### config.mk
export PLATFORM = sky130hd
export DESIGN_NAME = sorted_list_insert_remove
export DESIGN_NICKNAME = d
export VERILOG_FILES = /design/src/hdl/slir_pkg.sv /design/src/hdl/slir_cell.sv /design/src/hdl/sorted_list_insert_remove.sv
export SDC_FILE = /design/constraint.sdc
export NUM_CORES = 2
export LEC_CHECK = 0
export ABC_AREA = 1
export ABC_CLOCK_PERIOD_IN_PS = 5050
export BUFFER_PORTS_ARGS = -buffer_cell sky130_fd_sc_hd__buf_4
export CORE_MARGIN = 2
export CORE_UTILIZATION = 51
export CTS_CLUSTER_SIZE = 25
export DETAILED_ROUTE_END_ITERATION = 7
export PLACE_DENSITY = 0.67
export SYNTH_ARGS = -nofsm -noshare
export SYNTH_HDL_FRONTEND = slang
export SYNTH_SLANG_ARGS = --single-unit
### constraint.sdc
create_clock -name clk -period 5.05 [get_ports clk]
set_input_delay 0.2525 -clock clk [delete_from_list [all_inputs] [get_ports clk]]
set_output_delay 0.2525 -clock clk [all_outputs]
set_load 0.01 [all_outputs]
### src/hdl/slir_pkg.sv
`timescale 1ns / 1ps
// Shared types and constants for the sorted list insert/remove block.
// No dependencies.
package slir_pkg;

  localparam int DEPTH   = 16;
  localparam int VALUE_W = 32;
  localparam int CNT_W   = $clog2(DEPTH + 1);
  localparam int OUT_CNT_W = 5;

  typedef enum logic [1:0] {
    ST_INSERTED = 2'd0,
    ST_REMOVED  = 2'd1,
    ST_MISSING  = 2'd2,
    ST_FULL     = 2'd3
  } status_t;

  typedef enum logic {
    ACT_INSERT = 1'b0,
    ACT_REMOVE = 1'b1
  } action_t;

  // Broadcast to every cell in the row
  typedef struct packed {
    logic                      ins_en;
    logic                      rem_en;
    logic signed [VALUE_W-1:0] value;
  } cell_cmd_t;

endpackage

### src/hdl/slir_cell.sv
`timescale 1ns / 1ps
// One slot of the sorted table: holds an entry and compares it with the item.
// Depends on slir_pkg.
module slir_cell (
  input  logic                               clk,
  input  slir_pkg::cell_cmd_t                cmd,
  input  logic                               occupied,
  input  logic                               lt_left,
  input  logic signed [slir_pkg::VALUE_W-1:0] entry_left,
  input  logic signed [slir_pkg::VALUE_W-1:0] entry_right,
  output logic signed [slir_pkg::VALUE_W-1:0] entry,
  output logic                               lt,
  output logic                               match_here
);
  import slir_pkg::*;

  logic signed [VALUE_W-1:0] entry_next;
  logic                      eq;

  // Occupied entries smaller than the item form a prefix of the row
  assign lt         = occupied && (entry < cmd.value);
  assign eq         = occupied && (entry == cmd.value);
  // This cell holds a value equal to the item and is the first not smaller than it
  assign match_here = eq && !lt && lt_left;

  always_comb begin
    entry_next = entry;
    if (cmd.ins_en) begin
      if (!lt_left) begin
        entry_next = entry_left;
      end else if (!lt) begin
        entry_next = cmd.value;
      end
    end else if (cmd.rem_en && !lt) begin
      entry_next = entry_right;
    end
  end

  always_ff @(posedge clk) begin
    entry <= entry_next;
  end

endmodule

### src/hdl/sorted_list_insert_remove.sv
`timescale 1ns / 1ps
// Sorted table of signed values with insert and remove, top level.
// Depends on slir_pkg and slir_cell.
//
// Input channel: in_valid/in_stall with action (0 insert, 1 remove) and
// value. Output channel: out_valid/out_stall with status and entry_count.
// Every input item gives exactly one result item.
// The table is a row of DEPTH cells; all cells compare against the item in
// the same cycle and each keeps its entry or takes the item, its left or its
// right neighbour's entry, so the whole row updates together for each item.
// The result is registered and valid in the cycle after the item is accepted.
// Throughput: one item per cycle while the receiver does not stall.
// An insert into a full table leaves it unchanged and reports full; a remove
// of an absent value reports not found.
// Reset empties the table (count to zero) and drops any waiting result.
// While the receiver stalls, the held result stays put and in_stall is
// raised, so no new item enters until the result is taken.
module sorted_list_insert_remove (
  input  logic                               clk,
  input  logic                               rst,
  input  logic                               in_valid,
  output logic                               in_stall,
  input  logic                               action,
  input  logic signed [slir_pkg::VALUE_W-1:0] value,
  output logic                               out_valid,
  input  logic                               out_stall,
  output logic [1:0]                         status,
  output logic [slir_pkg::OUT_CNT_W-1:0]     entry_count
);
  import slir_pkg::*;

  logic [CNT_W-1:0]          count;
  logic [CNT_W-1:0]          count_next;
  logic                      accept;
  logic                      full;
  logic                      found;
  status_t                   status_next;
  cell_cmd_t                 cmd;
  logic signed [VALUE_W-1:0] entries [DEPTH];
  logic [DEPTH-1:0]          lt_vec;
  logic [DEPTH-1:0]          match_vec;

  assign in_stall = out_valid && out_stall;
  assign accept   = in_valid && !in_stall;
  assign full     = (count == CNT_W'(DEPTH));
  assign found    = |match_vec;

  assign cmd.value  = value;
  assign cmd.ins_en = accept && (action == ACT_INSERT) && !full;
  assign cmd.rem_en = accept && (action == ACT_REMOVE) && found;

  genvar i;
  generate
    for (i = 0; i < DEPTH; i++) begin : g_cell
      logic                      lt_l;
      logic signed [VALUE_W-1:0] left_e;
      logic signed [VALUE_W-1:0] right_e;
      if (i == 0) begin : g_first
        assign lt_l   = 1'b1;
        assign left_e = entries[i];
      end else begin : g_mid
        assign lt_l   = lt_vec[i-1];
        assign left_e = entries[i-1];
      end
      if (i == DEPTH - 1) begin : g_last
        assign right_e = entries[i];
      end else begin : g_notlast
        assign right_e = entries[i+1];
      end
      slir_cell u_cell (
        .clk         (clk),
        .cmd         (cmd),
        .occupied    (CNT_W'(i) < count),
        .lt_left     (lt_l),
        .entry_left  (left_e),
        .entry_right (right_e),
        .entry       (entries[i]),
        .lt          (lt_vec[i]),
        .match_here  (match_vec[i])
      );
    end
  endgenerate

  always_comb begin
    count_next  = count;
    status_next = ST_MISSING;
    if (action == ACT_INSERT) begin
      if (full) begin
        status_next = ST_FULL;
      end else begin
        status_next = ST_INSERTED;
        count_next  = count + CNT_W'(1);
      end
    end else if (found) begin
      status_next = ST_REMOVED;
      count_next  = count - CNT_W'(1);
    end
  end

  always_ff @(posedge clk) begin
    if (rst) begin
      count     <= '0;
      out_valid <= 1'b0;
    end else begin
      if (accept) begin
        count     <= count_next;
        out_valid <= 1'b1;
      end else if (!out_stall) begin
        out_valid <= 1'b0;
      end
    end
  end

  // Result payload, loaded only when an item is accepted
  always_ff @(posedge clk) begin
    if (accept) begin
      status      <= status_next;
      entry_count <= OUT_CNT_W'(count_next);
    end
  end

endmodule
Word-level counts from Yosys, hierarchy flattened
Index checks and enable logic that the tools add are counted.
{"block": "totals", "in_bits": 37, "output_inout_bits": 9, "register_bits": 525, "wordCells": 292}
{"block": "op_classes", "n_eq_ne": 34, "addsub": 2, "bitwise_logic": 1, "muxes": 69, "n_lt_le_gt_ge": 32, "reduce_logical": 134}
{"cell": "two-way mux 32 bit", "count": 61}
{"cell": "equality test 32 bit", "count": 16}
{"cell": "less-than comparator 32 bit", "count": 16}
{"cell": "logical AND 1 bit", "count": 84}
{"cell": "inequality test 3 bit, second input constant", "count": 14}
{"cell": "less-than comparator 4 x 5 -> 1 bit, first input constant", "count": 8}
{"cell": "AND reduction 2 bit", "count": 16}
{"cell": "nonzero test 2 bit", "count": 15}
{"cell": "less-than comparator 3 x 5 -> 1 bit, first input constant", "count": 4}
{"cell": "zero test 1 bit", "count": 18}
{"cell": "OR reduction 16 bit", "count": 1}
{"cell": "two-way mux 5 bit", "count": 3}
{"cell": "less-than comparator 1 x 5 -> 1 bit, first input constant", "count": 2}
{"cell": "less-than comparator 2 x 5 -> 1 bit, first input constant", "count": 2}
{"cell": "two-way mux 2 bit", "count": 3}
{"cell": "adder 5 x 1 -> 5 bit, second input constant", "count": 1}
{"cell": "equality test 5 bit, second input constant", "count": 1}
{"cell": "subtractor 5 x 1 -> 5 bit, second input constant", "count": 1}
{"cell": "inequality test 2 bit, second input constant", "count": 2}
{"cell": "two-way mux 1 bit", "count": 2}
{"cell": "inequality test 2 x 1 -> 1 bit, second input constant", "count": 1}
{"cell": "inverter 1 bit", "count": 1}

Logic depth before layout (Yosys ltp)
{"block": "depth", "word_depth": 10, "mapped_depth": 27, "ltp_nobuf": 27}

By module
Synthesis repeated with hierarchy kept, for this count alone.
{"block": "hier_totals", "cells_unflattened": 5786, "hier_area_um2": 42290.6}
{"mod": "slir_cell (g_cell[0].u_cell ...)", "cells_per_inst": 354, "instances": 15, "area_per_inst_um2": 2583.7}
{"mod": "slir_cell (g_cell[15].u_cell)", "cells_per_inst": 326, "instances": 1, "area_per_inst_um2": 2498.6}
{"mod": "sorted_list_insert_remove", "cells_per_inst": 150, "instances": 1, "area_per_inst_um2": 1036.0}

Least setup slack after synthesis
No wires, ideal clock.
{"block": "synth_path", "kind": "input to register", "from": "input value[29] (netlist bit)", "to": "register g_cell[13].u_cell.entry[0] (netlist bit) (enable)", "arrival_ns": 3.928, "cell_stages": 19, "path_buffers": 0, "slack_ns": 0.690, "cell_sequence": "inv_1 -> ha_1 -> a21oi_1 -> nor2_1 -> nor3_1 -> nand2_1 -> a21oi_1 -> nand2_1 -> nand2_1 -> nand2_1 -> nor2_1 -> nand3_1 -> nand2_1 -> nor2_1 -> nand2_1 -> nor2_4 -> nand2_2 -> nand3_4 -> a21oi_1"}
{"block": "synth_between", "elab_chain_cells": 10, "elab_cells_between_ends": 117}
{"element": "from (decl)", "line": "sorted_list_insert_remove.sv:24", "source": "input logic signed [slir_pkg::VALUE_W-1:0] value,"}
{"element": "less-than comparator 32 bit", "line": "slir_cell.sv:21", "source": "assign lt = occupied && (entry < cmd.value);"}
{"element": "logical AND 1 bit", "line": "slir_cell.sv:21"}
{"element": "zero test 1 bit"}
{"element": "logical AND 1 bit (2 in series)", "line": "slir_cell.sv:24", "source": "assign match_here = eq && !lt && lt_left;"}
{"element": "OR reduction 16 bit", "line": "sorted_list_insert_remove.sv:46", "source": "assign found = |match_vec;"}
{"element": "logical AND 1 bit", "line": "sorted_list_insert_remove.sv:50", "source": "assign cmd.rem_en = accept && (action == ACT_REMOVE) && found;"}
{"element": "logical AND 1 bit", "line": "slir_cell.sv:34", "source": "end else if (cmd.rem_en && !lt) begin"}
{"element": "nonzero test 2 bit (no source line)"}
{"element": "AND reduction 2 bit (no source line) *"}
{"element": "to (signal assigned)", "line": "slir_cell.sv:40", "source": "entry <= entry_next;"}
{"element": "to (decl)", "line": "slir_cell.sv:11", "source": "output logic signed [slir_pkg::VALUE_W-1:0] entry,"}
Every way passes the cells marked *; elsewhere a longest branch is shown, timed or not.
A chain may end at the register's enable or synchronous reset.

Worst setup path in the final report
{"block": "layout_path", "from": "register g_cell[0].u_cell.entry[21] (netlist bit)", "to": "register g_cell[1].u_cell.entry[23] (netlist bit) (enable)"}
{"block": "layout_between", "elab_chain_cells": 9, "elab_cells_between_ends": 13}
{"element": "from (decl)", "line": "slir_cell.sv:11"}
{"element": "from (signal assigned)", "line": "slir_cell.sv:40"}
{"element": "less-than comparator 32 bit", "line": "slir_cell.sv:21"}
{"element": "logical AND 1 bit", "line": "slir_cell.sv:21"}
{"element": "zero test 1 bit"}
{"element": "logical AND 1 bit", "line": "slir_cell.sv:24"}
{"element": "OR reduction 16 bit", "line": "sorted_list_insert_remove.sv:46"}
{"element": "logical AND 1 bit", "line": "sorted_list_insert_remove.sv:50"}
{"element": "logical AND 1 bit", "line": "slir_cell.sv:34"}
{"element": "nonzero test 2 bit (no source line)"}
{"element": "AND reduction 2 bit (no source line) *"}
{"element": "to (signal assigned)", "line": "slir_cell.sv:40"}
{"element": "to (decl)", "line": "slir_cell.sv:11"}
Marked as above.

==> key figures <==
Outcome
  – Status: complete, no violations

Critical path
  – FF-to-FF Start: g_cell[0].u_cell.entry[21]
  – Reg2reg setup slack: 0.94 ns
  – Worst Path Max Fanout: 32
  – R2R depth: 19
  – Worst path required time: 5.32 ns
  – Most used cell along the critical path: nand2_1
  – Critical path origin: g_cell[0].u_cell.entry[21]
  – Critical path class: flop to flop
  – Startpoint Class: flop
  – Critical Path Sink: g_cell[1].u_cell.entry[23]
  – Worst EP arrival: 4.38 ns
  – Crit path largest cell delay: 0.46 ns
  – Crit-path cells: ha_1 > a21oi_1 > nor2_1 > nor3_1 > nand2_1 > a21oi_1 > nand2_1 > nand2_1 > nand2_1 > nor2_1 > nand2_1 > nand2_1 > nor2_1 > nand2_1 > nor2_4 > nand2_2 > nand3_4 > a21oi_4 > buf_4
  – Worst R2R End: g_cell[1].u_cell.entry[23]
  – CP endpoint kind: flop
  – Crit-path slowest cell: buf_4

Detailed routing
  – Post-Route WL: 98700 um
  – DRC: 0
  – Via/cell ratio: 5.71
  – Antenna viol nets, final: 0
  – WL per Instance: 18.6 um
  – DR vias: 30300
  – Drt first-iter violations: 2589
  – Initial DRT Pass Iterations: 6

Synthesis
  – Synth unique cells: 40
  – Post-synthesis sequential area ratio: 42.8%
  – Mapped Nets: 4846
  – Synth Warn #: 0
  – Syn_area_per_cell: 8.55 um^2
  – Mapped Cells: 4294
  – Yosys top cell area share: 42.5%
  – Async SR Flop Fraction: 0%
  – Synth Register Bits: 525
  – Post-synth EDFFs: 519
  – Mapped Area: 36700 um^2
  – Largest cells by area after synthesis: edfxtp_1, ha_1, nand2_1
  – Top FF cell, synth: edfxtp_1
  – Cell taking the most area after synthesis: edfxtp_1

Clock network
  – Clock root buffer: clkbuf_16
  – Worst-Skew Late Latency: 0.64 ns
  – Clock Tree Buf Depth: 3
  – Clock sink count: 525
  – CTS Buf Count: 59
  – # H-tree levels: 2
  – Clock-pin transition on the worst setup and hold timing paths: 0.06 ns
  – # resized after CTS: 0
  – TritonCTS clock tree: yes

Floorplanning
  – Die Ht: 272 um
  – Initial Utilization: 51.4%
  – Die area: 74100 um^2
  – Die W: 272 um
  – Cell Rows: 98
  – Core area: 71400 um^2
  – IO Pins: 46

Global route
  – Initial antenna violation count: 0
  – Gr ovfl total: 0
  – Vias in the first global route: 29100
  – Global-route wire length before repair: 158000 um
  – Gr usage total: 26.4%
  – Largest net degree at the start of global routing: 160

Timing
  – RSZ-0062 raised after global routing: no
  – Worst-margin pin slew: 1.29 ns
  – Hold Worst Slack: 0.0461 ns
  – Rel. slew slack: 13.8%
  – Final Setup Violations: 0
  – Setup TNS: 0 ns
  – Period utilisation layout: 81.4%
  – Max Transition Viols Final: 0
  – Fmax: 0.243 GHz
  – Clock Skew: 0.0266 ns
  – Final min period: 4.11 ns
  – Final hold violation count: 0

Pwr
  – Tot Pwr: 11.9 mW
  – Peak supply drop: 0.236 mV
  – Leak: 18.4 nW
  – PD cells: 298 nW/um^2

Placed design
  – GP Congestion: 0.936
  – IO buf count: 45
  – Placed insts: 5196
  – Half-perimeter wire length after placement: 76600 um
  – Placed cell area: 38300 um^2

Run
  – Max-Cap Viols: 0

Layout
  – Layout cells sized above 1: 6.25%
  – Diode count: 0
  – Cell Count, Final, Fillers Out: 5300
  – P&R area growth vs syn: 9.21%
  – Post-layout instance area: 40100 um^2
  – Nets: 4861

Worst hold path
  – Hold WC Path Type: primary input to flop
==> critical path, delay by kind of cell (launching register included) <==
| kind | cells | cell delay, ns |
|---|---|---|
| buffers and inverters | 1 | 0.46 |
| flip-flops | 1 | 0.43 |
| AND/OR/NAND/NOR | 14 | 1.87 |
| adder cells (fa/ha/maj) | 1 | 0.32 |
| AO/OA/AOI/OAI | 3 | 0.63 |
==> placed cells by master, fill, tap and decap left out, types with 7 or more instances in the layout <==
master / count
nor2_2: 23
clkinv_2: 8
o21ai_0: 110
nor2_4: 7
clkbuf_16: 60
inv_1: 259
nor4_1: 11
o22ai_1: 416
nor3_1: 16
a21oi_1: 250
edfxtp_1: 519
nand4_1: 33
nor2_1: 203
clkbuf_1: 18
o211ai_1: 31
o21a_1: 30
buf_4: 138
ha_1: 515
nand3_1: 99
nand2_1: 1519
a21oi_4: 8
clkinv_1: 11
a21o_1: 7
==> synth_stat cells (2+ instances only) <==
cell type,n
nor3b_1,3
inv_2,4
nor4_1,11
a21o_1,7
o21bai_1,6
nand4_1,33
clkbuf_1,125
a21oi_2,4
o211ai_1,31
buf_2,51
nor2_1,211
a21oi_1,255
edfxtp_1,519
nand2_2,2
nor3_2,2
nand3b_1,4
nor2_2,18
buf_1,12
ha_1,515
nand3_1,101
inv_1,259
dfxtp_1,6
o21a_1,30
nor2_4,4
nand2_1,1520
and3_1,4
xor2_1,4
nor3_1,16
o21ai_0,110
o22ai_1,416
clkinv_1,2
==> cell type report <==
type	count	area, um^2
Timing Repair Buffer	143	1120
Inverter	265	995
Multi-Input combinational cell	3315	19300
Clock buffer	82	1620
Sequential cell	525	15700
Fill cell	6465	31300
Tap cell	950	1190
Clock inverter	20	103
==> per-layer routing <==
layer	vias up	wire length, um	global-route usage, %
li1	15200	-	-
met1	14100	45600	37.9
met2	873	44800	42.9
met3	127	5830	2.58
met4	0	2390	7.13
met5	-	0	0
==> stage by stage <==
step | setup WS (ns) | utilization (%)
finish | 0.938 | 56.2
global route | 0.668 | 56.2
CTS | 0.966 | 56.2
detailed placement | 0.604 | 53.7
global placement | 0.676 | 53.7
floorplan | 0.690 | -
==> where the power goes <==
part	internal [mW]	switching, mW	leakage (nW)
combinational	0.851	1.64	12.7
sequential	5.23	0.238	4.87
clock	2.22	1.77	0.848
total	8.30	3.65	18.4
==> flip-flops by register name (all words and copies together), names as in the netlist <==
signal	flops
count	5
status	2
out_valid	1
entry_count	5
g_cell.u_cell.entry	512
==> kinds of logic after synthesis <==
group,Yosys count,share of synthesized area (%)
XOR/XNOR,4,0.0955
adder cells (fa/ha/maj),515,17.6
AND/OR/NAND/NOR,1934,21.0
AO/OA/AOI/OAI,862,13.7
flip-flops,525,42.8
buffers and inverters,454,4.85
==> worst min path at each step <==
| stage | depth (start not counted) | endpoint | start | slack, ns |
|---|---|---|---|---|
| 3_3_place_gp | 2 | out_valid | rst | 0.43 |
| 6_report | 2 | status[0] | action | 0.05 |
| 3_5_place_dp | 2 | out_valid | rst | 0.43 |
| 5_1_grt | 2 | status[0] | action | 0.04 |
| 4_1_cts | 2 | status[0] | action | 0.008 |
| 2_1_floorplan | 1 | out_valid | rst | 0.32 |
==> timing repair <==
| item | 4_1_cts | 5_1_grt |
|---|---|---|
| endpoints found under the hold margin | 2 | 0 |
| hold buffers | 2 | 0 |
| setup buffers | 0 | 0 |
Power figures use the tool's default switching activity.
